$ cat src/sv/fat12_pkg.sv
// Shared types and constants for the FAT12 next-sector lookup block.
// No dependencies; every other file in sv/ imports this package.
`default_nettype none
package fat12_pkg;

   // Table store geometry
   localparam int TABLE_BYTES = 8192;
   localparam int TABLE_AW    = $clog2(TABLE_BYTES);

   // CSR port
   localparam int CSR_AW = 5;
   localparam int CSR_DW = 32;

   localparam logic [2:0] REG_BYTES_PER_SECTOR    = 3'd0;
   localparam logic [2:0] REG_SECTORS_PER_CLUSTER = 3'd1;
   localparam logic [2:0] REG_RESERVED_SECTORS    = 3'd2;
   localparam logic [2:0] REG_TABLE_COPIES        = 3'd3;
   localparam logic [2:0] REG_TABLE_SECTORS       = 3'd4;
   localparam logic [2:0] REG_ROOT_ENTRIES        = 3'd5;

   // Request kinds
   localparam logic KIND_WRITE  = 1'b0;
   localparam logic KIND_LOOKUP = 1'b1;

   // Result status codes
   localparam logic [2:0] ST_NEXT      = 3'd0;
   localparam logic [2:0] ST_END       = 3'd1;
   localparam logic [2:0] ST_BADENTRY  = 3'd2;
   localparam logic [2:0] ST_BADSECTOR = 3'd3;
   localparam logic [2:0] ST_WRITTEN   = 3'd4;

   // Table entry classes
   localparam logic [11:0] ENTRY_MIN      = 12'h002;
   localparam logic [11:0] ENTRY_MAX      = 12'hFEF;
   localparam logic [11:0] ENTRY_EOC      = 12'hFF8;
   localparam logic [11:0] ENTRY_MASK     = 12'hFFF;
   localparam int          DIR_ENTRY_BYTES = 32;

   // Shared divider: dividend width covers root_entries*32 + sector size
   localparam int DIV_W  = 22;
   localparam int DIV_DW = 13;
   localparam int DIV_CW = $clog2(DIV_W + 1);
   localparam int SPC_STEPS = 16;

   typedef struct packed {
      logic        kind;
      logic [12:0] byte_address;
      logic [7:0]  byte_value;
      logic [15:0] sector;
   } req_type;

   typedef struct packed {
      logic [15:0] next_sector;
      logic [11:0] table_entry;
      logic [2:0]  status;
   } rsp_type;

   typedef struct packed {
      logic              start;
      logic [DIV_W-1:0]  dividend;
      logic [DIV_DW-1:0] divisor;
      logic [DIV_CW-1:0] steps;
   } div_req_type;

   typedef struct packed {
      logic             done;
      logic [DIV_W-1:0] quotient;
   } div_rsp_type;

endpackage
`default_nettype wire

$ cat src/sv/fat12_divider.sv
// Iterative restoring divider, one quotient bit per cycle, shared by the
// root-directory size and the sector-to-cluster divisions. Uses fat12_pkg.
`default_nettype none
module fat12_divider (
   input  wire logic                   clock,
   input  wire logic                   reset,
   input  wire fat12_pkg::div_req_type div_req,
   output fat12_pkg::div_rsp_type      div_rsp
);
   import fat12_pkg::*;

   logic              run_ff, run_in;
   logic              done_ff, done_in;
   logic [DIV_CW-1:0] cnt_ff, cnt_in;
   logic [DIV_DW-1:0] rem_ff, rem_in;
   logic [DIV_DW-1:0] div_ff, div_in;
   logic [DIV_W-1:0]  quo_ff, quo_in;

   logic [DIV_DW:0] trial;
   logic            fits;

   // dividend bits leave at the top of quo_ff, quotient bits enter at the bottom
   assign trial = {rem_ff, quo_ff[DIV_W-1]};
   assign fits  = trial >= {1'b0, div_ff};

   always_comb begin
      run_in  = run_ff;
      done_in = 1'b0;
      cnt_in  = cnt_ff;
      rem_in  = rem_ff;
      div_in  = div_ff;
      quo_in  = quo_ff;
      if (div_req.start) begin
         run_in = 1'b1;
         cnt_in = div_req.steps;
         rem_in = '0;
         div_in = div_req.divisor;
         quo_in = div_req.dividend;
      end else if (run_ff) begin
         rem_in = fits ? DIV_DW'(trial - {1'b0, div_ff}) : trial[DIV_DW-1:0];
         quo_in = {quo_ff[DIV_W-2:0], fits};
         cnt_in = cnt_ff - DIV_CW'(1);
         if (cnt_ff == DIV_CW'(1)) begin
            run_in  = 1'b0;
            done_in = 1'b1;
         end
      end
   end

   always_ff @(posedge clock) begin
      if (reset) begin
         run_ff  <= 1'b0;
         done_ff <= 1'b0;
         cnt_ff  <= '0;
      end else begin
         run_ff  <= run_in;
         done_ff <= done_in;
         cnt_ff  <= cnt_in;
      end
      rem_ff <= rem_in;
      div_ff <= div_in;
      quo_ff <= quo_in;
   end

   assign div_rsp.done     = done_ff;
   assign div_rsp.quotient = quo_ff;

endmodule
`default_nettype wire

$ cat config.mk
export PLATFORM = sky130hd
export DESIGN_NAME = fat12_divider
export DESIGN_NICKNAME = d
export VERILOG_FILES = /design/src/sv/fat12_pkg.sv /design/src/sv/fat12_divider.sv
export SDC_FILE = /design/constraint.sdc
export NUM_CORES = 1
export LEC_CHECK = 0
export ABC_AREA = 0
export BUFFER_PORTS_ARGS = -buffer_cell sky130_fd_sc_hd__buf_2
export CAP_MARGIN = 10
export CORE_AREA = 2 2 156 82
export CTS_BUF_LIST = sky130_fd_sc_hd__clkbuf_8
export DETAILED_ROUTE_END_ITERATION = 12
export DIE_AREA = 0 0 158 84
export PLACE_DENSITY_LB_ADDON = 0.12
export SLEW_MARGIN = 10
export SYNTH_ARGS = -nofsm -noshare
export SYNTH_HDL_FRONTEND = slang
export SYNTH_SLANG_ARGS = --single-unit
$ cat constraint.sdc
create_clock -name clock -period 5.3 [get_ports clock]
set_clock_uncertainty 0.1 [all_clocks]
set_input_delay 0.53 -clock clock [delete_from_list [all_inputs] [get_ports clock]]
set_output_delay 0.53 -clock clock [all_outputs]
set_load 0.02 [all_outputs]
==> metrics <==
Unique masters post-synth=49; VDD IR max=0.108 mV; pin count of the biggest net entering global routing=56; met1 wire length=4110 um; Fin Setup TNS=0 ns; max-cap check violation count=0; YS warnings=0; Final nets=384; Hold Crit Class=in -> reg; Worst-Margin Slew=0.890 ns; Hold Buf Count CTS=0; detailed-placement wirelength estimate=5330 um; core region area=12100 sq um; per-cell routed wire length=14.6 um; CP bufs+invs=2; critical-path cell list=inv_1 -> ha_1 -> inv_1 -> fa_1 -> a21o_1 -> a221oi_2 -> o21ai_2 -> o2111ai_2 -> a21oi_1 -> a2111oi_2; slowest stage delay, CP=0.58 ns; Synth Flop Type=edfxtp_1; share of cells above drive strength 1=31.6%; GR Overflow Total=0; clock power share=24.8%; clock transition at the registers of the reported paths=0.11 ns; synthesized area=2920 sq um; met2 wire length=2440 um; Fin Hold WS=0.281 ns; initial cell density of the core=24.1%; Placed Cells=488; Clock Path Buffers=2; Tmin final=3.10 ns; Max transition margin=40.6%; crit path DAT=3.23 ns; Post-synth ARST share=0%; count of pins over their slew limit=0; mean post-synth cell area=11.1 sq um; die area=13300 sq um; Die Height=84 um; CTS tree=yes; RSZ-0062 raised after global routing=false; sequential area share after synthesis=49.7%; Reg area=1450 sq um; DR vias/cell=4.37; CP max FO=13; Layout area overhead=19.6%; status=complete, no violations; I/O pin count=66; gr usage total=11.5%; setup bufs post-CTS=0; DRT antenna net count=0; fin crit share=58.5%; cts repair resizes=0; number of global-route vias before repair=2124; Post-Layout Cell Count=496; CP endpoint kind=flop; GPL Wtd Cong=0.806; final setup fails=0; Combinational Power Share=21.5%; antenna violations before repair=0; CTS buffer count=5; gate count of the mapped netlist=263; # DRC=0; Post-synth EDFFs=35; Port Buffers=65; Fillers=1298; antenna cell count=0; critical path's most frequent cell=inv_1; via count=2169; Final Hold Vio Count=0; DRT Pass-1 Iters=4; Pint=674 uW; Seq cells post-synth=55; sequential power share=53.7%; critical path class=reg -> reg; CTS HTree Levels=2; Max Used Layer=met4; Root Buffer=clkbuf_8; PD cells=277 nW/um^2; Sw Share=30.4%; leak pwr=1.44 nW; row count=29; switching power=294 uW; Total Wirelength=7270 um; Die X=158 um; Initial DRC Count=143; syn_nets=322; required time of the worst setup path=5.42 ns; startpoint types=flop; Multi-input gate area=1320 sq um; first-pass GRT wire length=11600 um; CP max-delay cell=o2111ai_2; metal3 WL=690 um; cell family with most CP delay=compound AO/OA/AOI/OAI gates; Clk Latency, worst-skew pair=0.32 ns; CTS Sinks=55; Fmax achieved=322 MHz
cell usage in the layout (no fill, tap or decap), types with 2 or more instances in the layout:
master	n
ha_1	15
nand3_1	6
mux2_2	21
nand4_1	4
dfxtp_1	20
a21o_1	5
a211oi_1	2
a21oi_1	18
nor2_1	19
o31ai_1	4
buf_4	2
nand2_1	11
and2_1	4
o311ai_0	2
a31oi_1	3
nor2b_1	2
clkbuf_8	5
a311oi_1	5
o21bai_1	2
o21ai_0	6
a211o_1	2
a41oi_1	4
and3_1	2
xor2_1	5
nor3_1	4
edfxtp_1	35
inv_1	22
buf_2	65
xnor2_1	8
o211ai_1	2
cell usage after synthesis, drive strengths merged, types with 4 or more instances:
master	count	area share [%]
edfxtp	35	36
inv	21	2.7
mux2	21	8.1
dfxtp	20	14
nor2	20	2.7
a21oi	18	3.1
ha	15	6.4
nand2	11	1.4
clkbuf	9	1.2
xnor2	8	2.4
o21ai	7	1.3
nand3	6	1.0
a21o	5	1.3
a311oi	5	1.5
xor2	5	1.5
a41oi	4	1.2
and2	4	0.86
nand4	4	0.86
nor3	4	0.69
o31ai	4	1.0
worst register-to-register path, delay by kind of cell, from the launching register on:
family / cells / cell delay (ns)
AOI/OAI and AO/OA: 6 / 1.82
adders and majority gates: 2 / 0.55
DFF: 1 / 0.39
buffers and inverters: 2 / 0.15
layer usage:
layer  up-vias  GRT usage, %
li1       1100             -
met1       984          19.2
met2        81          13.6
met3         4          3.74
met4         0          1.72
met5         -             0
final timing paths:
check | to | startpoint | slack (ns) | depth (start not counted)
min reg2reg | rem_ff[2]$_SDFFE_PP0P_ | rem_ff[2]$_SDFFE_PP0P_ | 0.43 | 2
min | div_ff[3]$_DFFE_PP_ | div_req[8] | 0.28 | 1
max | rem_ff[3]$_SDFFE_PP0P_ | quo_ff[21]$_DFFE_PP_ | 2.20 | 10
max reg2reg | rem_ff[3]$_SDFFE_PP0P_ | quo_ff[21]$_DFFE_PP_ | 2.20 | 10
through the flow:
step / utilization, % / instance area, sq um / total power [mW] / setup WS, ns
final: 28.8 / 3490 / 0.968 / 2.20
after global routing: 28.8 / 3490 / 1.03 / 2.01
after floorplan: - / 2920 / 0.665 / 2.52
after detailed placement: 28.1 / 3410 / 0.738 / 2.22
after global placement: 28.1 / 3410 / 0.742 / 2.25
after CTS: 28.8 / 3490 / 0.987 / 2.20
final cells by class:
cell class                 count  share of cell area [%]
inverter                      21                    2.26
sequential                    55                    41.6
multi-input combinational    175                    37.9
clock inverter                 3                   0.430
tap                          170                    6.09
clock buffer                   5                    1.97
timing repair buffer          67                    9.75
power by group through the flow:
stage                     clock network, mW  registers [mW]  logic, mW
after floorplan                           0           0.544      0.121
after global placement                    0           0.531      0.211
after detailed placement                  0           0.530      0.208
after CTS                             0.257           0.521      0.209
after global routing                  0.271           0.526      0.231
final                                 0.240           0.520      0.208
cell families after synthesis:
family / synth area share [%]
compound gates: 15.5
simple gates: 10.8
flops: 49.7
buf+inv: 4.89
mux: 8.10
fa+ha+maj: 7.12
xor+xnor: 3.90
flip-flops by register name (all words and copies together), names as in the netlist:
signal / flops
quo_ff: 22
div_ff: 13
rem_ff: 13
cnt_ff: 5
done_ff: 1
run_ff: 1
No activity file was read; power rests on OpenSTA's default activity.
